[config.mk]
export PLATFORM = sky130hd
export DESIGN_NAME = battery_gauge_alert_monitor_top
export DESIGN_NICKNAME = d
export VERILOG_FILES = /design/src/design/bgam_pkg.sv /design/src/design/bgam_gauge.sv /design/src/design/bgam_alert.sv /design/src/design/battery_gauge_alert_monitor_top.sv
export SDC_FILE = /design/constraint.sdc
export NUM_CORES = 1
export LEC_CHECK = 0
export BUFFER_PORTS_ARGS = -buffer_cell sky130_fd_sc_hd__buf_2
export CAP_MARGIN = 10
export CORE_UTILIZATION = 25
export DETAILED_ROUTE_END_ITERATION = 8
export GPL_TIMING_DRIVEN = 0
export SYNTH_ARGS = -nofsm -noshare
export SYNTH_HDL_FRONTEND = slang
export SYNTH_HIERARCHICAL = 1
export SYNTH_SLANG_ARGS = --single-unit
[constraint.sdc]
create_clock -name clk -period 7.4 [get_ports clk]
set_input_delay 0.74 -clock clk [delete_from_list [all_inputs] [get_ports clk]]
set_output_delay 0.74 -clock clk [all_outputs]
set_load 0.005 [all_outputs]
[src/design/bgam_pkg.sv]
// Shared types, constants and register codes for the battery gauge alert monitor.
`timescale 1ns / 1ps

package bgam_pkg;

  // Register indexes (byte address = 4 * index)
  localparam logic [2:0] REG_ALERT_EN    = 3'd0;
  localparam logic [2:0] REG_LOW_PCT     = 3'd1;
  localparam logic [2:0] REG_VLOW_PCT    = 3'd2;
  localparam logic [2:0] REG_CRIT_PCT    = 3'd3;
  localparam logic [2:0] REG_MARGIN_PCT  = 3'd4;
  localparam logic [2:0] REG_ABSENT_MV   = 3'd5;
  localparam logic [2:0] REG_ABSENT_LIM  = 3'd6;

  // Register reset values
  localparam logic        RST_ALERT_EN   = 1'b0;
  localparam logic [6:0]  RST_LOW_PCT    = 7'd40;
  localparam logic [6:0]  RST_VLOW_PCT   = 7'd20;
  localparam logic [6:0]  RST_CRIT_PCT   = 7'd5;
  localparam logic [6:0]  RST_MARGIN_PCT = 7'd5;
  localparam logic [12:0] RST_ABSENT_MV  = 13'd2500;
  localparam logic [2:0]  RST_ABSENT_LIM = 3'd3;

  // Alert level codes
  localparam logic [1:0] LVL_NONE = 2'd0;
  localparam logic [1:0] LVL_LOW  = 2'd1;
  localparam logic [1:0] LVL_VLOW = 2'd2;
  localparam logic [1:0] LVL_CRIT = 2'd3;

  // Divider scaling 57/47; 1/47 as (x * RECIP_47) >> RECIP_SHIFT, exact for 18-bit x
  localparam int unsigned SCALE_NUM   = 57;
  localparam int unsigned RECIP_SHIFT = 24;
  localparam logic [18:0] RECIP_47    = 19'd356963;

  // Li-ion curve breakpoints
  localparam logic [12:0] MV_FULL   = 13'd4200;
  localparam logic [12:0] MV_EMPTY  = 13'd3000;
  localparam logic [10:0] KNEE_OFS  = 11'd400;   // 3400 mV - 3000 mV
  localparam logic [6:0]  PCT_FULL  = 7'd100;
  localparam logic [6:0]  PCT_KNEE  = 7'd20;
  // floor(v / 10) as (v * DIV10_MUL) >> DIV10_SHIFT, exact below 1029
  localparam logic [7:0]  DIV10_MUL   = 8'd205;
  localparam int unsigned DIV10_SHIFT = 11;

  localparam logic [2:0] ABSENT_CNT_MAX = 3'd7;

  typedef struct packed {
    logic        alert_en;
    logic [6:0]  low_pct;
    logic [6:0]  vlow_pct;
    logic [6:0]  crit_pct;
    logic [6:0]  margin_pct;
    logic [12:0] absent_mv;
    logic [2:0]  absent_lim;
  } cfg_t;

  typedef struct packed {
    logic        action;
    logic        busy;
    logic [6:0]  pct;
    logic [12:0] mv;
  } gauge_item_t;

endpackage

[src/design/bgam_gauge.sv]
// Voltage scaling and percent interpolation pipeline (four stages, no state).
`timescale 1ns / 1ps

module bgam_gauge
  import bgam_pkg::*;
(
  input  logic        clk,
  input  logic        rst,
  input  logic        in_valid,
  output logic        in_ready,
  input  logic        in_action,
  input  logic [11:0] in_adc,
  input  logic        in_busy,
  output logic        out_valid,
  input  logic        out_ready,
  output gauge_item_t out_item
);

  // stage a: raw word
  logic        va;
  logic        a_action, a_busy;
  logic [11:0] a_adc;
  // stage b: divider * 57
  logic        vb;
  logic        b_action, b_busy;
  logic [17:0] b_prod;
  // stage c: battery mV
  logic        vc;
  logic        c_action, c_busy;
  logic [12:0] c_mv;
  // stage d: percent
  logic        vd;
  gauge_item_t d_item;

  logic rdy_a, rdy_b, rdy_c, rdy_d;

  logic [17:0] prod;
  logic [36:0] recip_prod;
  logic [12:0] mv;
  logic [10:0] ofs;
  logic [9:0]  div_arg;
  logic [6:0]  div_base;
  logic [17:0] div_prod;
  logic [6:0]  pct;

  assign rdy_d    = !vd | out_ready;
  assign rdy_c    = !vc | rdy_d;
  assign rdy_b    = !vb | rdy_c;
  assign rdy_a    = !va | rdy_b;
  assign in_ready = rdy_a;

  assign prod       = 18'({6'b0, a_adc} * 18'(SCALE_NUM));
  assign recip_prod = {19'b0, b_prod} * {18'b0, RECIP_47};
  assign mv         = recip_prod[RECIP_SHIFT +: 13];

  // Above the knee every segment is 100 mV per 10 %, below it 200 mV per 10 %.
  always_comb begin
    ofs = 11'(c_mv - MV_EMPTY);
    if (ofs <= KNEE_OFS) begin
      div_arg  = ofs[10:1];
      div_base = '0;
    end else begin
      div_arg  = 10'(ofs - KNEE_OFS);
      div_base = PCT_KNEE;
    end
    div_prod = {8'b0, div_arg} * {10'b0, DIV10_MUL};
    if (c_mv >= MV_FULL)       pct = PCT_FULL;
    else if (c_mv <= MV_EMPTY) pct = '0;
    else                       pct = div_base + div_prod[DIV10_SHIFT +: 7];
  end

  always_ff @(posedge clk) begin
    if (rst) begin
      va <= 1'b0;
      vb <= 1'b0;
      vc <= 1'b0;
      vd <= 1'b0;
    end else begin
      if (rdy_a) va <= in_valid;
      if (rdy_b) vb <= va;
      if (rdy_c) vc <= vb;
      if (rdy_d) vd <= vc;
    end
  end

  always_ff @(posedge clk) begin
    if (rdy_a) begin
      a_action <= in_action;
      a_busy   <= in_busy;
      a_adc    <= in_adc;
    end
    if (rdy_b) begin
      b_action <= a_action;
      b_busy   <= a_busy;
      b_prod   <= prod;
    end
    if (rdy_c) begin
      c_action <= b_action;
      c_busy   <= b_busy;
      c_mv     <= mv;
    end
    if (rdy_d) begin
      d_item.action <= c_action;
      d_item.busy   <= c_busy;
      d_item.mv     <= c_mv;
      d_item.pct    <= pct;
    end
  end

  assign out_valid = vd;
  assign out_item  = d_item;

endmodule

[src/design/bgam_alert.sv]
// Absence counting, alert levels with re-arm, deferral, and the result register.
`timescale 1ns / 1ps

module bgam_alert
  import bgam_pkg::*;
(
  input  logic        clk,
  input  logic        rst,
  input  cfg_t        cfg,
  input  logic        in_valid,
  output logic        in_ready,
  input  gauge_item_t in_item,
  output logic        out_valid,
  input  logic        out_ready,
  output logic [23:0] out_data
);

  logic [2:0]  done, done_next;
  logic [1:0]  pend, pend_next;
  logic [2:0]  cnt, cnt_next;
  logic        absent, absent_next;
  logic [6:0]  last_pct, last_pct_next;
  logic [12:0] last_mv, last_mv_next;
  logic        notify_next;
  logic [1:0]  fired;
  logic [6:0]  lvl [3];
  logic        load;

  logic        out_notify, out_absent;
  logic [1:0]  out_pend;
  logic [6:0]  out_pct;
  logic [12:0] out_mv;

  assign in_ready = !out_valid | out_ready;
  assign load     = in_valid & in_ready;

  assign lvl[0] = cfg.low_pct;
  assign lvl[1] = cfg.vlow_pct;
  assign lvl[2] = cfg.crit_pct;

  always_comb begin
    done_next     = done;
    pend_next     = pend;
    cnt_next      = cnt;
    absent_next   = absent;
    last_pct_next = last_pct;
    last_mv_next  = last_mv;
    notify_next   = 1'b0;
    fired         = LVL_NONE;
    if (in_item.action) begin
      pend_next = LVL_NONE;
    end else begin
      last_pct_next = in_item.pct;
      last_mv_next  = in_item.mv;
      if (in_item.mv < cfg.absent_mv) begin
        if (cnt != ABSENT_CNT_MAX) cnt_next = cnt + 3'd1;
        if (cnt_next >= cfg.absent_lim) absent_next = 1'b1;
      end else begin
        cnt_next    = '0;
        absent_next = 1'b0;
      end
      if (cfg.alert_en && !absent_next) begin
        if (pend != LVL_NONE && !in_item.busy) begin
          // flush the deferred alert; it stays pending until played
          done_next[2'(pend - 2'd1)] = 1'b1;
          notify_next = 1'b1;
        end else begin
          for (int k = 0; k < 3; k++) begin
            if (in_item.pct <= lvl[k] && !done[k]) begin
              fired = 2'(k + 1);
              if (!in_item.busy) begin
                done_next[k] = 1'b1;
                notify_next  = 1'b1;
              end
            end else if ({1'b0, in_item.pct} > ({1'b0, lvl[k]} + {1'b0, cfg.margin_pct})) begin
              done_next[k] = 1'b0;
            end
          end
          // pend may already be set while busy; keep the higher of it and the highest fired level
          if (fired > pend) pend_next = fired;
        end
      end
    end
  end

  always_ff @(posedge clk) begin
    if (rst) begin
      done      <= '0;
      pend      <= LVL_NONE;
      cnt       <= '0;
      absent    <= 1'b0;
      last_pct  <= '0;
      last_mv   <= '0;
      out_valid <= 1'b0;
    end else begin
      if (in_ready) out_valid <= in_valid;
      if (load) begin
        done     <= done_next;
        pend     <= pend_next;
        cnt      <= cnt_next;
        absent   <= absent_next;
        last_pct <= last_pct_next;
        last_mv  <= last_mv_next;
      end
    end
  end

  always_ff @(posedge clk) begin
    if (load) begin
      out_pct    <= last_pct_next;
      out_mv     <= last_mv_next;
      out_absent <= absent_next;
      out_notify <= notify_next;
      out_pend   <= pend_next;
    end
  end

  assign out_data = {out_pend, out_notify, out_absent, out_mv, out_pct};

  a_notify_pending: assert property (@(posedge clk) disable iff (rst)
    out_valid && out_notify |-> out_pend != LVL_NONE)
    else $error("notify without a pending level");

  a_notify_present: assert property (@(posedge clk) disable iff (rst)
    out_valid && out_notify |-> !out_absent)
    else $error("notify while battery absent");

  a_played_clears: assert property (@(posedge clk) disable iff (rst)
    load && in_item.action |=> pend == LVL_NONE)
    else $error("played word did not clear pending level");

  a_absent_count: assert property (@(posedge clk) disable iff (rst)
    absent |-> cnt != 3'd0)
    else $error("absent state with zero absent count");

endmodule

[src/design/battery_gauge_alert_monitor_top.sv]
// Battery gauge alert monitor: top level with configuration registers.
//
//  channel   dir  handshake           payload
//  s_*       in   s_tvalid/s_tready   s_tuser action; s_tdata divider_mv, playback_busy
//  m_*       out  m_tvalid/m_tready   m_tdata pct, mv, absent, notify, pending
//  APB       in   psel/penable/pready register write/read, 7 registers at 4*i
//
// One word per cycle sustained while m_tready stays high; a taken word passes the input
// register and three gauge stages for the 57/47 scaling and interpolation, then
// the alert stage that updates state and loads the result register.
// Reset clears the pipeline, alert state and registers to their defaults.
// A stalled result holds the result register; earlier stages keep filling
// until full, then s_tready drops.
`timescale 1ns / 1ps

module battery_gauge_alert_monitor_top
  import bgam_pkg::*;
(
  input  logic        clk,
  input  logic        rst,
  input  logic        s_tvalid,
  output logic        s_tready,
  input  logic [15:0] s_tdata,   // [11:0] divider_mv, [12] playback_busy, rest zero
  input  logic        s_tuser,   // [0] action
  output logic        m_tvalid,
  input  logic        m_tready,
  output logic [23:0] m_tdata,   // [6:0] charge_pct, [19:7] battery_mv, [20] absent_flag,
                                 // [21] notify, [23:22] pending_alert
  input  logic        psel,
  input  logic        penable,
  input  logic        pwrite,
  input  logic [4:0]  paddr,
  input  logic [31:0] pwdata,
  output logic [31:0] prdata,
  output logic        pready
);

  cfg_t        cfg;
  logic        cfg_wr;
  logic [2:0]  reg_idx;
  logic        g_valid, g_ready;
  gauge_item_t g_item;

  assign pready  = 1'b1;
  assign reg_idx = paddr[4:2];
  assign cfg_wr  = psel & penable & pwrite & pready;

  always_ff @(posedge clk) begin
    if (rst) begin
      cfg.alert_en   <= RST_ALERT_EN;
      cfg.low_pct    <= RST_LOW_PCT;
      cfg.vlow_pct   <= RST_VLOW_PCT;
      cfg.crit_pct   <= RST_CRIT_PCT;
      cfg.margin_pct <= RST_MARGIN_PCT;
      cfg.absent_mv  <= RST_ABSENT_MV;
      cfg.absent_lim <= RST_ABSENT_LIM;
    end else if (cfg_wr) begin
      unique case (reg_idx)
        REG_ALERT_EN:   cfg.alert_en   <= pwdata[0];
        REG_LOW_PCT:    cfg.low_pct    <= pwdata[6:0];
        REG_VLOW_PCT:   cfg.vlow_pct   <= pwdata[6:0];
        REG_CRIT_PCT:   cfg.crit_pct   <= pwdata[6:0];
        REG_MARGIN_PCT: cfg.margin_pct <= pwdata[6:0];
        REG_ABSENT_MV:  cfg.absent_mv  <= pwdata[12:0];
        REG_ABSENT_LIM: cfg.absent_lim <= pwdata[2:0];
        default: ;
      endcase
    end
  end

  always_comb begin
    unique case (reg_idx)
      REG_ALERT_EN:   prdata = {31'b0, cfg.alert_en};
      REG_LOW_PCT:    prdata = {25'b0, cfg.low_pct};
      REG_VLOW_PCT:   prdata = {25'b0, cfg.vlow_pct};
      REG_CRIT_PCT:   prdata = {25'b0, cfg.crit_pct};
      REG_MARGIN_PCT: prdata = {25'b0, cfg.margin_pct};
      REG_ABSENT_MV:  prdata = {19'b0, cfg.absent_mv};
      REG_ABSENT_LIM: prdata = {29'b0, cfg.absent_lim};
      default:        prdata = '0;
    endcase
  end

  bgam_gauge u_gauge (
    .clk       (clk),
    .rst       (rst),
    .in_valid  (s_tvalid),
    .in_ready  (s_tready),
    .in_action (s_tuser),
    .in_adc    (s_tdata[11:0]),
    .in_busy   (s_tdata[12]),
    .out_valid (g_valid),
    .out_ready (g_ready),
    .out_item  (g_item)
  );

  bgam_alert u_alert (
    .clk       (clk),
    .rst       (rst),
    .cfg       (cfg),
    .in_valid  (g_valid),
    .in_ready  (g_ready),
    .in_item   (g_item),
    .out_valid (m_tvalid),
    .out_ready (m_tready),
    .out_data  (m_tdata)
  );

endmodule

Word-level counts from Yosys, hierarchy flattened
Index checks and enable logic that the tools add are counted.
- register bits after elaboration: 174
- input port bits: 61
- output and inout port bits: 59
- word-level logic and storage cells: 160
- $add $sub $neg: 8
- multiply operators: 3
- $lt $le $gt $ge: 14
- equality and inequality tests: 10
- multiplexer cells: 41
- bitwise logic cells: 11
- reductions and logical operators: 34
- operators with widths (cell ; number):
    $pmux 13 s7 ; 1
    $mul 18x19->37 const B ; 1
    $add 7x7->8 ; 3
    $gt 7x8->1 ; 3
    $le 7x7->1 ; 3
    $mux 1 ; 20
    $mul 10x8->18 const B ; 1
    $mul 12x6->18 const B ; 1
    $mux 2 ; 9
    $reduce_and 2->1 ; 8
    $mux 3 ; 5
    $reduce_and 5->1 ; 3
    $mux 7 ; 2
    $ge 13x13->1 const B ; 1
    $le 13x12->1 const B ; 1
    $lt 13x13->1 ; 1
    $mux 13 ; 1
    $le 11x9->1 const B ; 1
    $sub 11x10->11 const B ; 1
    $logic_not 1->1 ; 10
    $mux 10 ; 1
    $sub 10x9->10 const B ; 1
    $eq 3x3->1 const B ; 3
    $ne 3x2->1 const B ; 3
    21 further kinds ; 37

Logic depth before layout (Yosys ltp)
Gate-level depths: netlist of run 1.
- depth after elaboration: 17
- depth in mapped cells: 32

Hierarchy
The synthesis of run 1 kept the hierarchy.
- modules (own cells, without submodules) (module ; instances ; cells each ; area each (um2) ; seq. area each (um2)):
    bgam_gauge ; 1 ; 1000 ; 10970.5 ; 2212.1
    bgam_alert ; 1 ; 498 ; 4440.5 ; 1321.3
    battery_gauge_alert_monitor_top ; 1 ; 253 ; 2394.8 ; 900.9

Least setup slack after synthesis of run 1
OpenSTA, ideal clock, no wires.
- kind: reg2reg
- start: register u_gauge.c_mv[4]
- end: register u_gauge.d_item, in the netlist u_gauge/out_item[18], data pin
- setup time: 269 ps
- arrival time: 6409 ps
- required time: 7131 ps
- path slack: 721 ps
- stages on the path, launching flop included: 32
- clock period less this slack: 6679 ps
- cells stage by stage: edfxtp_1 -> ha_1 -> buf_2 -> xnor2_2 -> ha_1 -> a32oi_2 -> o2bb2ai_2 -> and2_1 -> buf_2 -> buf_1 -> a32oi_1 -> o21ai_0 -> ha_1 -> inv_1 -> fa_1 -> inv_1 -> fa_1 -> inv_1 -> fa_1 -> inv_1 -> ha_1 -> a21o_1 -> a21o_1 -> a21oi_1 -> nand2b_1 -> o2111ai_1 -> a21oi_1 -> xnor2_1 -> ha_1 -> a31oi_1 -> xnor2_1 -> o21ai_1
- word-level cells in the longest chain between the ends: 6
- RTL lines (item ; RTL line ; source):
    start, declared ; bgam_gauge.sv:30 ; logic [12:0] c_mv;
    start signal, assigned ; bgam_gauge.sv:100 ; c_mv <= mv;
    $sub 11x10->11 ; bgam_gauge.sv:58 ; ofs = 11'(c_mv - MV_EMPTY);
    $sub 10x9->10 or $le 11x9->1 (tied branches) ; bgam_gauge.sv:63, bgam_gauge.sv:59 ;
    $mux 10 ; bgam_gauge.sv:59 ; if (ofs <= KNEE_OFS) begin
    $mul 10x8->18 ; bgam_gauge.sv:66 ; div_prod = {8'b0, div_arg} * {10'b0, DIV10_MUL};
    $add 5x7->7 ; bgam_gauge.sv:69 ; else pct = div_base + div_prod[DIV10_SHIFT +: 7];
    $mux 7 ; bgam_gauge.sv:68 ; else if (c_mv <= MV_EMPTY) pct = '0;
    end, declared ; bgam_gauge.sv:33 ; gauge_item_t d_item;
Several ways; a longest one is shown, not always the timed one.
A chain may end at the register's enable or synchronous reset.

Worst setup path after layout of run 1
- start: register u_gauge.c_mv[3]
- end: register u_gauge.d_item, in the netlist u_gauge/out_item[19], data pin
Same word-level chain as after synthesis.

==> results by stage, run 1 <==
Run status:
- The flow ran to the end, and the final reports show no timing, DRC or antenna violations.

Synth:
- Synthesis handed over a netlist of 1751 instances.
- The number of synthesized flops with an enable pin is 95.
- The post-synthesis cell area is between 0.015 and 0.02 mm^2.
- The share of synthesized flip-flops with an asynchronous set or reset is 0%.
- The synthesized area per cell is approximately 10 um^2.
- In the synthesized netlist the dominant register cell turns out to be sky130_fd_sc_hd__edfxtp_1.
- The number of distinct library cells after synthesis is 83.
- The Yosys step of the flow raised 6 warnings.
- Summing the sequential cell areas from Yosys gives around 25% of the chip area.
- Counting flops and latches in the post-synthesis netlist gives 174.

Critical path:
- The reg-to-reg critical path endpoint is u_gauge/out_item[19]$_SDFFCE_PP1P_.
- The number of cell instances on the worst register-to-register path is 28.
- At the worst endpoint, the required time is 7.69 ns.
- STA classifies the critical path startpoint as a flop.
- Among all stages on the critical path, the largest delay is contributed by sky130_fd_sc_hd__fa_1.
- The worst-path maximum fanout is 10.
- Counting stages on the worst path, the most repeated cell is sky130_fd_sc_hd__ha_1.
- The largest single stage delay on the critical path is about 0.5 ns.
- Data arrives at the worst endpoint at 7.30 ns.
- The worst setup path is captured at a flop.
- The start of the worst register-to-register path is u_gauge/c_mv[3]$_DFFE_PP_.
- The class of the most critical setup path is reg -> reg.
- The slack of the worst reg-to-reg path is around 0.39 ns.

Hold path:
- The instance count along the most critical hold path is 0.
- The launch instance of the worst min-delay path is u_gauge/b_action$_DFFE_PP_.
- The worst min-delay path category is reg -> reg.
- The end of the worst hold path is u_gauge/c_action$_DFFE_PP_.

Floorplanning:
- The I/O pin count is 120.
- The die is 269 um wide.
- The number of placement rows is 97.
- The starting density of the core is approximately a quarter.
- The y dimension of the die is between 200 and 300 um.
- The core region is roughly 0.07 mm^2.
- The die covers between 0.07 and 0.08 mm^2.

Clock network:
- At the later pin of the worst-skew pair, clock insertion delay measures ~0.47 ns.
- The clock passes through at most 2 buffers.
- Hold repair after CTS inserted 0 buffers.
- The H-tree depth is 4.
- Buffers inserted during clock tree synthesis total 17.
- Counting every sink on the clock net gives roughly 170.
- TritonCTS built the clock tree.
- After clock tree synthesis, the clock-pin slew on the worst setup and hold paths is approximately 0.070 ns.
- The clock root buffer is sky130_fd_sc_hd__clkbuf_16.

GRT:
- The met3 demand-to-capacity share in global routing is approximately 1.9%.
- The total overflow reported by the global router is 0.
- Global routing consumed, on the met1 layer, 15.2% of the routing resources.
- For met2 alone, demand over resource in global routing was about a fifth.
- The first global-routing pass estimated roughly 65000 um of wire.
- In this run the most used layer during global routing was met2.
- The total global-route track usage is between 10% and 20%.
- The initial antenna violation count is 0.
- The number of global-route vias before repair came to ~12000.
- The pin count of the biggest net entering global routing is 34.

Layout:
- The most common cell after layout, fill and taps aside is sky130_fd_sc_hd__ha_1.
- Compared with the post-synthesis result, the final layout area differs by 13.0%.
- Leaving out fill and tap cells, the most frequent cells in the layout are sky130_fd_sc_hd__ha_1, sky130_fd_sc_hd__inv_1, sky130_fd_sc_hd__fa_1.
- In the final layout, the share of cells above drive strength 1 is between 10% and 20%.
- After the last flow step, the layout net total stands at ~2400.
- The antenna diode instance count is 0.
- The final core utilization is 28.6%.

Timing:
- The final max-slew violation count is 0.
- Timing would allow up to ~0.14 GHz.
- The slew at the pin with the worst max-slew slack is approximately 0.88 ns.
- The time the final worst path needs with I/O delays and setup is approximately 7 ns.
- The setup skew after layout is approximately 0.013 ns.
- The portion of the clock cycle consumed by the worst path in the final layout is 94.7%.
- Measured against its own limit, the worst slew margin works out to 41.3%.
- The final number of setup-violating endpoints is 0.
- The smallest hold slack is around 0.41 ns.
- The final count of hold timing violations is 0.

Routing:
- For this block, the initial DRC count from the detailed router was between 600 and 700.
- The iteration count of the initial detailed-routing pass is 4.
- The number of design rule violations left after detail routing is 0.
- The routed wirelength normalized by instance count is ~14 um.
- After detailed routing, the total wire length is 40100 um.
- For this block, the via count after detailed routing is between 10000 and 15000.
- The detailed-route vias per instance is 4.35.
- The remaining antenna violation count after routing is 0.

Placement:
- Once detailed placement completed, the half-perimeter wirelength came to between 30000 and 40000 um.
- Port buffering added 75 buffers.
- The placer congestion estimate is 0.880.

Flow run:
- The number of max-capacitance violations reported is 0.
-- cell usage after synthesis, types with 6 or more instances --
| cell type | instances | share of area, % |
|---|---|---|
| sky130_fd_sc_hd__o21bai_1 | 9 | 0.38 |
| sky130_fd_sc_hd__nand3_1 | 13 | 0.37 |
| sky130_fd_sc_hd__a211oi_1 | 9 | 0.38 |
| sky130_fd_sc_hd__nor3_1 | 58 | 1.6 |
| sky130_fd_sc_hd__xor2_1 | 24 | 1.2 |
| sky130_fd_sc_hd__mux2i_1 | 54 | 3.0 |
| sky130_fd_sc_hd__buf_2 | 11 | 0.31 |
| sky130_fd_sc_hd__mux2_2 | 25 | 1.6 |
| sky130_fd_sc_hd__dfxtp_1 | 79 | 8.9 |
| sky130_fd_sc_hd__nor2_1 | 102 | 2.2 |
| sky130_fd_sc_hd__buf_4 | 26 | 1.1 |
| sky130_fd_sc_hd__nand4_1 | 16 | 0.56 |
| sky130_fd_sc_hd__o211ai_1 | 11 | 0.46 |
| sky130_fd_sc_hd__fa_1 | 146 | 16 |
| sky130_fd_sc_hd__clkbuf_1 | 21 | 0.44 |
| sky130_fd_sc_hd__nand2_1 | 55 | 1.2 |
| sky130_fd_sc_hd__nor2b_1 | 8 | 0.28 |
| sky130_fd_sc_hd__nand2b_1 | 47 | 1.7 |
| sky130_fd_sc_hd__ha_1 | 331 | 23 |
| sky130_fd_sc_hd__and3_1 | 11 | 0.39 |
| sky130_fd_sc_hd__inv_1 | 304 | 6.4 |
| sky130_fd_sc_hd__a31oi_1 | 15 | 0.53 |
| sky130_fd_sc_hd__a21oi_1 | 67 | 1.9 |
| sky130_fd_sc_hd__xnor2_1 | 29 | 1.4 |
| sky130_fd_sc_hd__a21o_1 | 26 | 1.1 |
| sky130_fd_sc_hd__o21ai_0 | 30 | 0.84 |
| sky130_fd_sc_hd__edfxtp_1 | 95 | 16 |
| sky130_fd_sc_hd__o21ai_1 | 6 | 0.17 |
| sky130_fd_sc_hd__o31ai_1 | 7 | 0.30 |
| sky130_fd_sc_hd__and2_1 | 6 | 0.21 |
| sky130_fd_sc_hd__nor3b_1 | 7 | 0.30 |
-- flip-flops by register name, indices dropped and copies added (netlist names), 2 cells and up --
register / flops
u_gauge/out_item: 22
u_alert/cnt: 3
u_alert/last_mv: 13
u_gauge/b_prod: 18
u_alert/last_pct: 7
u_gauge/c_mv: 13
u_alert/pend: 2
u_alert/done: 3
u_alert/out_pct: 7
cfg: 45
u_alert/out_mv: 13
u_gauge/a_adc: 12
u_alert/out_pend: 2
-- what timing repair did --
action                                 in CTS  in global routing
gates resized for setup                     3                 17
setup endpoints to repair                   2                  3
pin swaps                                   0                  3
endpoints found under the hold margin       0                  0
gates cloned                                0                  0
setup buffers                               1                  2
-- kinds of logic after synthesis --
kind of cell | share of synthesized area (%)
multiplexers | 4.62
AND/OR/NAND/NOR | 10.3
other | 0.0422
adder cells (fa/ha/maj) | 39.7
AO/OA/AOI/OAI | 9.13
buffers and inverters | 8.53
flip-flops | 24.9
XOR/XNOR | 2.79
-- critical path: cells and delay by family (launching register included) --
| family | cells | cell delay (ns) |
|---|---|---|
| and+or+nand+nor | 3 | 0.54 |
| xor gates and xnor gates | 2 | 0.31 |
| buffers and inverters | 3 | 0.54 |
| AOI/OAI and AO/OA | 12 | 2.30 |
| adders and majority gates | 8 | 2.70 |
| DFF | 1 | 0.45 |
-- per-stage QoR --
stage	setup WS, ns	std cells	instance area, um^2	setup TNS, ns
CTS	0.0600	2817	20000	0
global placement	-0.111	2784	19400	-0.210
finish	0.391	2819	20100	0
global route	-0.0233	2819	20100	-0.0233
floorplan	0.721	1769	17900	0
detailed placement	-0.159	2784	19400	-0.311
-- final cells by class --
class | count | area (um^2)
Buffer | 63 | 389
Clock buffer | 18 | 429
Clock inverter | 14 | 180
Fill cell | 7332 | 50100
Inverter | 304 | 1140
Multi-Input combinational cell | 1228 | 12000
Sequential cell | 174 | 4430
Tap cell | 940 | 1180
Timing Repair Buffer | 78 | 398
-- worst max path at each step --
stage / start / endpoint / slack, ns / depth (start not counted)
2_1_floorplan: u_gauge/c_mv[4]$_DFFE_PP_ / u_gauge/out_item[18]$_SDFFCE_PP1P_ / 0.72 / 31
3_3_place_gp: u_gauge/c_mv[4]$_DFFE_PP_ / u_gauge/out_item[18]$_SDFFCE_PP1P_ / -0.11 / 31
3_5_place_dp: u_gauge/c_mv[4]$_DFFE_PP_ / u_gauge/out_item[18]$_SDFFCE_PP1P_ / -0.16 / 31
4_1_cts: u_gauge/c_mv[3]$_DFFE_PP_ / u_gauge/out_item[19]$_SDFFCE_PP1P_ / 0.06 / 32
5_1_grt: u_gauge/c_mv[3]$_DFFE_PP_ / u_gauge/out_item[19]$_SDFFCE_PP1P_ / -0.02 / 31
6_report: u_gauge/c_mv[3]$_DFFE_PP_ / u_gauge/out_item[19]$_SDFFCE_PP1P_ / 0.39 / 28
-- metal layers --
| metal | routed length [um] | vias up |
|---|---|---|
| met4 | 819 | 0 |
| li1 | - | 6175 |
| met5 | 0 | - |
| met1 | 19100 | 5832 |
| met3 | 1420 | 48 |
| met2 | 18800 | 200 |
Power of run 1 is left out: the tool's default activity adds up to more than one toggle a clock period on the data nets, which glitch-free logic cannot reach.
==> inputs of run 2 (changes only) <==
--- a/config.mk
+++ b/config.mk
@@ -7,9 +7,11 @@
 export LEC_CHECK = 0
 export BUFFER_PORTS_ARGS = -buffer_cell sky130_fd_sc_hd__buf_2
 export CAP_MARGIN = 10
-export CORE_UTILIZATION = 25
+export CORE_UTILIZATION = 55
 export DETAILED_ROUTE_END_ITERATION = 8
 export GPL_TIMING_DRIVEN = 0
+export PLACE_DENSITY = 0.74
+export SLEW_MARGIN = 20
 export SYNTH_ARGS = -nofsm -noshare
 export SYNTH_HDL_FRONTEND = slang
 export SYNTH_HIERARCHICAL = 1
==> results by stage, run 2 (same netlist as run 1, synthesis figures left out) <==
Layout:
- The most common cell after layout, fill and taps aside is sky130_fd_sc_hd__ha_1 (unchanged).
- The number of fill cells in the layout is 2609 (was 7332).
- The register with the highest flop count was cfg (unchanged).
- The share of final-layout standard cells stronger than drive strength 1 is 11.8% (was 11.2%).
- Commonest cells after routing, fill and taps aside: sky130_fd_sc_hd__ha_1, sky130_fd_sc_hd__inv_1, sky130_fd_sc_hd__fa_1 (unchanged).
- The number of nets in the finished design is 2408 (was 2404).
- The number of flip-flops under the largest register name was 45 (unchanged).
- The antenna diode instance count is 0 (unchanged).
- The synthesis-to-finish area growth was 9.64% (was 13.0%).

Timing:
- The slew at the pin with the worst max-slew slack is 0.886 ns (was 0.880 ns).
- The peak clock frequency supported by timing is 0.142 GHz (was 0.143 GHz).
- The worst relative slew slack is 40.9% (was 41.3%).
- The final total negative setup slack is 0 ns (unchanged).
- The final max-slew violation count came to 0 (unchanged).
- The portion of the clock cycle consumed by the worst path in the final layout is 95.1% (was 94.7%).
- The smallest hold slack was 0.422 ns (was 0.413 ns).
- The time the final worst path needs with I/O delays and setup is 7.04 ns (was 7.01 ns).
- The final count of hold timing violations is 0 (unchanged).
- The setup skew after layout is 0.0140 ns (was 0.0133 ns).
- The final number of setup-violating endpoints is 0 (unchanged).

Critical path:
- The class of the most critical setup path is reg -> reg (unchanged).
- The data required time of the worst path came to 7.58 ns (was 7.69 ns).
- The kind of capture point of the worst setup path is a flop (unchanged).
- The worst-path maximum fanout is 10 (unchanged).
- The start of the worst register-to-register path is u_gauge/c_mv[3]$_DFFE_PP_ (unchanged).
- The element type at the critical path start was a flop (unchanged).
- The slack of the worst reg-to-reg path came to 0.36 ns (was 0.39 ns).
- The stage delay of the slowest cell on the critical path is 0.53 ns (was 0.51 ns).
- The slowest cell on the critical path was sky130_fd_sc_hd__fa_1 (unchanged).
- The arrival time reported for the critical path endpoint was 7.21 ns (was 7.30 ns).
- The critical path's most frequent cell is sky130_fd_sc_hd__ha_1 (unchanged).
- The number of cell instances on the worst register-to-register path is 31 (was 28).
- The reg-to-reg critical path endpoint is u_gauge/out_item[18]$_SDFFCE_PP1P_ (was u_gauge/out_item[19]$_SDFFCE_PP1P_).
- The count of buffer and inverter cells on the critical path came to 7 (was 3).
- The cell family with the largest share of critical-path delay is adder cells (unchanged).

Floorplanning:
- The starting density of the core is 56.1% (was 25.3%).
- The die area is 0.0331 mm^2 (was 0.0723 mm^2).
- The floorplan die width came to 182 um (was 269 um).
- The I/O pin count was 120 (unchanged).
- The number of placement rows is 65 (was 97).
- The y dimension of the die was 182 um (was 269 um).
- The total core area was 0.0317 mm^2 (was 0.0703 mm^2).

Routing:
- The remaining antenna violation count after routing came to 0 (unchanged).
- The detailed-route vias per instance is 5.61 (was 4.35).
- The number of DRC markers after the initial detailed-route iteration is 903 (was 621).
- The iteration count of the initial detailed-routing pass was 7 (was 4).
- The routed wirelength normalized by instance count is 17.6 um (was 14.2 um).
- The aggregate routed wire length is 40100 um (about the same).
- The total vias in the final route is 12800 (was 12300).
- The number of design rule violations left after detail routing came to 0 (unchanged).

Clock network:
- The H-tree depth came to 4 (unchanged).
- The worst-case clock buffer depth was 2 (unchanged).
- The clock root buffer was sky130_fd_sc_hd__clkbuf_16 (unchanged).
- The number of sinks on the clock net is 174 (unchanged).
- The clock network latency to the later pin of the worst-skew pair is 0.45 ns (was 0.47 ns).
- The number of buffers added by the clock tree synthesis step was 17 (unchanged).
- The clock slew at the register clock pins of the worst setup and hold paths is 0.08 ns (was 0.07 ns).
- The CTS tree is yes (unchanged).

Placement:
- The count of buffers from port buffering was 75 (unchanged).
- The placed wire-length estimate is 32800 um (was 33000 um).
- The placer congestion estimate is 0.936 (was 0.880).

GRT:
- The total global-route track usage came to 25.2% (was 11.5%).
- The wire length of the first global-routing pass is 65300 um (was 65100 um).
- The total overflow reported by the global router was 0 (unchanged).
- The initial antenna violation count is 0 (unchanged).
- The number of global-route vias before repair is 13100 (was 12300).
- The pin count of the biggest net entering global routing is 34 (unchanged).

Hold path:
- The end of the worst hold path was u_gauge/b_busy$_DFFE_PP_ (was u_gauge/c_action$_DFFE_PP_).
- The worst min-delay path category is reg -> reg (unchanged).
- The instance count along the most critical hold path is 0 (unchanged).
- The launch instance of the worst min-delay path was u_gauge/a_busy$_DFFE_PP_ (was u_gauge/b_action$_DFFE_PP_).

Flow run:
- The number of max-capacitance violations reported was 0 (unchanged).

Run status:
- Run status: complete, no violations (unchanged).
-- run 2: what timing repair did --
item                                    4_1_cts  5_1_grt
endpoints found under the setup margin        3        3
buffers inserted                              1        6
hold buffers                                  0        0
gates cloned                                  0        0
endpoints found under the hold margin         0        0
pin swaps                                     0        6
resized for setup                             3       24
-- run 2: area by class of cell --
type / count / area (um^2) / share of cell area [%]
well taps: 402 / 503 / 2.58
clock buffers: 17 / 425 / 2.18
repair buffers: 82 / 428 / 2.19
inverters: 304 / 1140 / 5.86
flip-flops and latches: 174 / 4430 / 22.7
plain buffers: 63 / 392 / 2.01
clock inverters: 15 / 198 / 1.01
multi-input cells: 1228 / 12000 / 61.5
-- run 2: metrics by stage --
step,std cells,area (um^2),setup WS [ns],utilization (%)
after floorplan,1769,17900,0.721,-
after global placement,2246,18800,-0.00394,59.1
after detailed placement,2246,18800,-0.244,59.1
after CTS,2279,19400,0.0261,61.1
after global routing,2285,19500,-0.00494,61.6
final,2285,19500,0.364,61.6
-- run 2: how the worst max path moves through the flow --
stage                               from                                  to  slack [ns]  depth (start not counted)
3_3_place_gp   u_gauge/c_mv[4]$_DFFE_PP_  u_gauge/out_item[19]$_SDFFCE_PP1P_      -0.004                         28
6_report       u_gauge/c_mv[3]$_DFFE_PP_  u_gauge/out_item[18]$_SDFFCE_PP1P_        0.36                         31
2_1_floorplan  u_gauge/c_mv[4]$_DFFE_PP_  u_gauge/out_item[18]$_SDFFCE_PP1P_        0.72                         31
3_5_place_dp   u_gauge/c_mv[4]$_DFFE_PP_  u_gauge/out_item[18]$_SDFFCE_PP1P_       -0.24                         28
4_1_cts        u_gauge/c_mv[3]$_DFFE_PP_  u_gauge/out_item[18]$_SDFFCE_PP1P_        0.03                         32
5_1_grt        u_gauge/c_mv[3]$_DFFE_PP_  u_gauge/out_item[18]$_SDFFCE_PP1P_      -0.005                         31
-- run 2: metal layers --
metal  track usage, %  vias up  share of wire [%]
met5                0        -                  0
met4             9.28        0                3.1
met3             3.37       75                4.2
met2             44.3      353                 49
met1             31.5     6223                 43
li1                 -     6175                  -
Power of run 2 is left out for the same reason.
==> inputs of run 3 (changes only) <==
--- a/config.mk
+++ b/config.mk
@@ -11,6 +11,7 @@
 export DETAILED_ROUTE_END_ITERATION = 8
 export GPL_TIMING_DRIVEN = 0
 export PLACE_DENSITY = 0.74
+export REMOVE_ABC_BUFFERS = 1
 export SLEW_MARGIN = 20
 export SYNTH_ARGS = -nofsm -noshare
 export SYNTH_HDL_FRONTEND = slang
==> results by stage, run 3 (same netlist as run 1, synthesis figures left out) <==
Run status:
- Run status: complete, no violations (unchanged).

Timing:
- The time the final worst path needs with I/O delays and setup came to 6.97 ns (was 7.04 ns).
- The setup skew after layout is 0.0135 ns (was 0.0140 ns).
- The final number of setup-violating endpoints is 0 (unchanged).
- The final total negative setup slack was 0 ns (unchanged).
- The worst relative slew slack is 25.8% (was 40.9%).
- The final max-slew violation count was 0 (unchanged).
- The portion of the clock cycle consumed by the worst path in the final layout was 94.2% (was 95.1%).
- The final count of hold timing violations is 0 (unchanged).
- The slew at the pin with the worst max-slew slack was 1.11 ns (was 0.886 ns).
- The peak clock frequency supported by timing is 0.144 GHz (was 0.142 GHz).

Critical path:
- The worst-path maximum fanout is 13 (was 10).
- The slowest cell on the critical path is sky130_fd_sc_hd__edfxtp_1 (was sky130_fd_sc_hd__fa_1).
- The critical path's most frequent cell is sky130_fd_sc_hd__inv_1 (was sky130_fd_sc_hd__ha_1).
- The arrival time reported for the critical path endpoint is 7.23 ns (was 7.21 ns).
- The class of the most critical setup path is reg -> reg (unchanged).
- The element type at the critical path start is a flop (unchanged).
- The number of cell instances on the worst register-to-register path is 29 (was 31).
- The stage delay of the slowest cell on the critical path is 0.67 ns (was 0.53 ns).
- The data required time of the worst path is 7.66 ns (was 7.58 ns).
- The kind of capture point of the worst setup path is a flop (unchanged).

GRT:
- The initial antenna violation count was 0 (unchanged).
- The layer with the highest usage after global routing is met2 (unchanged).
- The met3 demand-to-capacity share in global routing is 2.93% (was 3.37%).
- The met2 layer usage reported by global route is 42.9% (was 44.3%).
- The pin count of the biggest net entering global routing came to 67 (was 34).
- The number of global-route vias before repair is 12900 (was 13100).
- The wire length of the first global-routing pass was 63900 um (was 65300 um).
- The total global-route track usage is 24.5% (was 25.2%).
- The total overflow reported by the global router was 0 (unchanged).
- The fraction of met1 tracks used by global routing is 31.1% (was 31.5%).

Routing:
- The iteration count of the initial detailed-routing pass is 5 (was 7).
- The aggregate routed wire length was 38600 um (was 40100 um).
- The number of design rule violations left after detail routing was 0 (unchanged).
- The routed wirelength normalized by instance count was 17.4 um (was 17.6 um).
- The remaining antenna violation count after routing is 0 (unchanged).
- The total vias in the final route is 12400 (was 12800).
- The number of DRC markers after the initial detailed-route iteration is 696 (was 903).
- The detailed-route vias per instance is 5.58 (was 5.61).

Placement:
- The placer congestion estimate is 0.950 (was 0.936).
- The placed wire-length estimate is 31100 um (was 32800 um).
- The count of buffers from port buffering came to 75 (unchanged).

Clock network:
- The clock root buffer is sky130_fd_sc_hd__clkbuf_16 (unchanged).
- The clock slew at the register clock pins of the worst setup and hold paths is 0.07 ns (was 0.08 ns).
- The CTS tree is yes (unchanged).
- The clock network latency to the later pin of the worst-skew pair was 0.45 ns (about the same).
- The H-tree depth is 4 (unchanged).
- The number of sinks on the clock net is 174 (unchanged).
- The worst-case clock buffer depth is 2 (unchanged).
- The number of buffers added by the clock tree synthesis step was 17 (unchanged).

Layout:
- The number of nets in the finished design is 2349 (was 2408).
- Commonest cells after routing, fill and taps aside: sky130_fd_sc_hd__ha_1, sky130_fd_sc_hd__inv_1, sky130_fd_sc_hd__fa_1 (unchanged).
- The register with the highest flop count is cfg (unchanged).
- The most common cell after layout, fill and taps aside is sky130_fd_sc_hd__ha_1 (unchanged).
- The synthesis-to-finish area growth is 7.76% (was 9.64%).
- The antenna diode instance count is 0 (unchanged).
- The number of flip-flops under the largest register name is 45 (unchanged).
- The share of final-layout standard cells stronger than drive strength 1 is 9.76% (was 11.8%).

Floorplanning:
- The floorplan die width is 182 um (unchanged).
- The total core area came to 0.0317 mm^2 (unchanged).
- The number of placement rows is 65 (unchanged).
- The y dimension of the die came to 182 um (unchanged).
- The I/O pin count was 120 (unchanged).
- The starting density of the core is 56.1% (unchanged).
- The die area is 0.0331 mm^2 (unchanged).

Hold path:
- The worst min-delay path category was reg -> reg (unchanged).
- The instance count along the most critical hold path is 0 (unchanged).

Flow run:
- The number of max-capacitance violations reported is 0 (unchanged).
==> run 3: per-stage QoR <==
stage               setup slack (ns)  cell area [um^2]  util, %  std cells  hold WS (ns)
floorplan                      0.515             17500        -       1706         0.400
global route                 -0.0149             19200     60.5       2226         0.429
detailed placement            -0.547             18500     58.2       2187         0.405
CTS                          0.00548             19100     60.2       2221         0.421
global placement              -0.345             18400     57.9       2183         0.401
finish                         0.431             19200     60.5       2226         0.423
==> run 3: per-layer routing <==
| metal | part of all wire (%) | up-vias |
|---|---|---|
| met5 | 0 | - |
| met3 | 4.1 | 73 |
| met1 | 45 | 5981 |
| met4 | 3.1 | 0 |
| li1 | - | 6051 |
| met2 | 48 | 316 |
==> run 3: what timing repair did <==
item	4_1_cts	5_1_grt
setup buffers	2	4
gates cloned	0	1
pin swaps	0	1
hold buffers	0	0
setup endpoints to repair	4	3
gates resized for setup	2	11
==> run 3: path summary, 6_finish.rpt <==
kind | start | end | slack, ns
worst min-delay path | u_gauge/b_busy$_DFFE_PP_ | u_gauge/c_busy$_DFFE_PP_ | 0.42
worst max register to register | u_gauge/c_mv[5]$_DFFE_PP_ | u_gauge/out_item[19]$_SDFFCE_PP1P_ | 0.43
worst max-delay path | u_gauge/c_mv[5]$_DFFE_PP_ | u_gauge/out_item[19]$_SDFFCE_PP1P_ | 0.43
worst min register to register | u_gauge/b_busy$_DFFE_PP_ | u_gauge/c_busy$_DFFE_PP_ | 0.42
==> run 3: final cells by class <==
| type | count | area, um^2 |
|---|---|---|
| fillers | 2556 | 12500 |
| well taps | 402 | 503 |
| flip-flops and latches | 174 | 4430 |
| clock buffers | 17 | 425 |
| clock inverters | 15 | 193 |
| multi-input cells | 1229 | 12000 |
| inverters | 304 | 1140 |
| repair buffers | 85 | 500 |
==> run 3: worst max-delay path, delay by kind of cell (launching register included) <==
| family | cells | cell delay, ns |
|---|---|---|
| compound gates | 13 | 2.34 |
| xor+xnor | 2 | 0.41 |
| fa+ha+maj | 7 | 2.54 |
| buf+inv | 5 | 0.37 |
| flops | 1 | 0.67 |
| simple gates | 2 | 0.42 |
Power of run 3 is left out for the same reason.
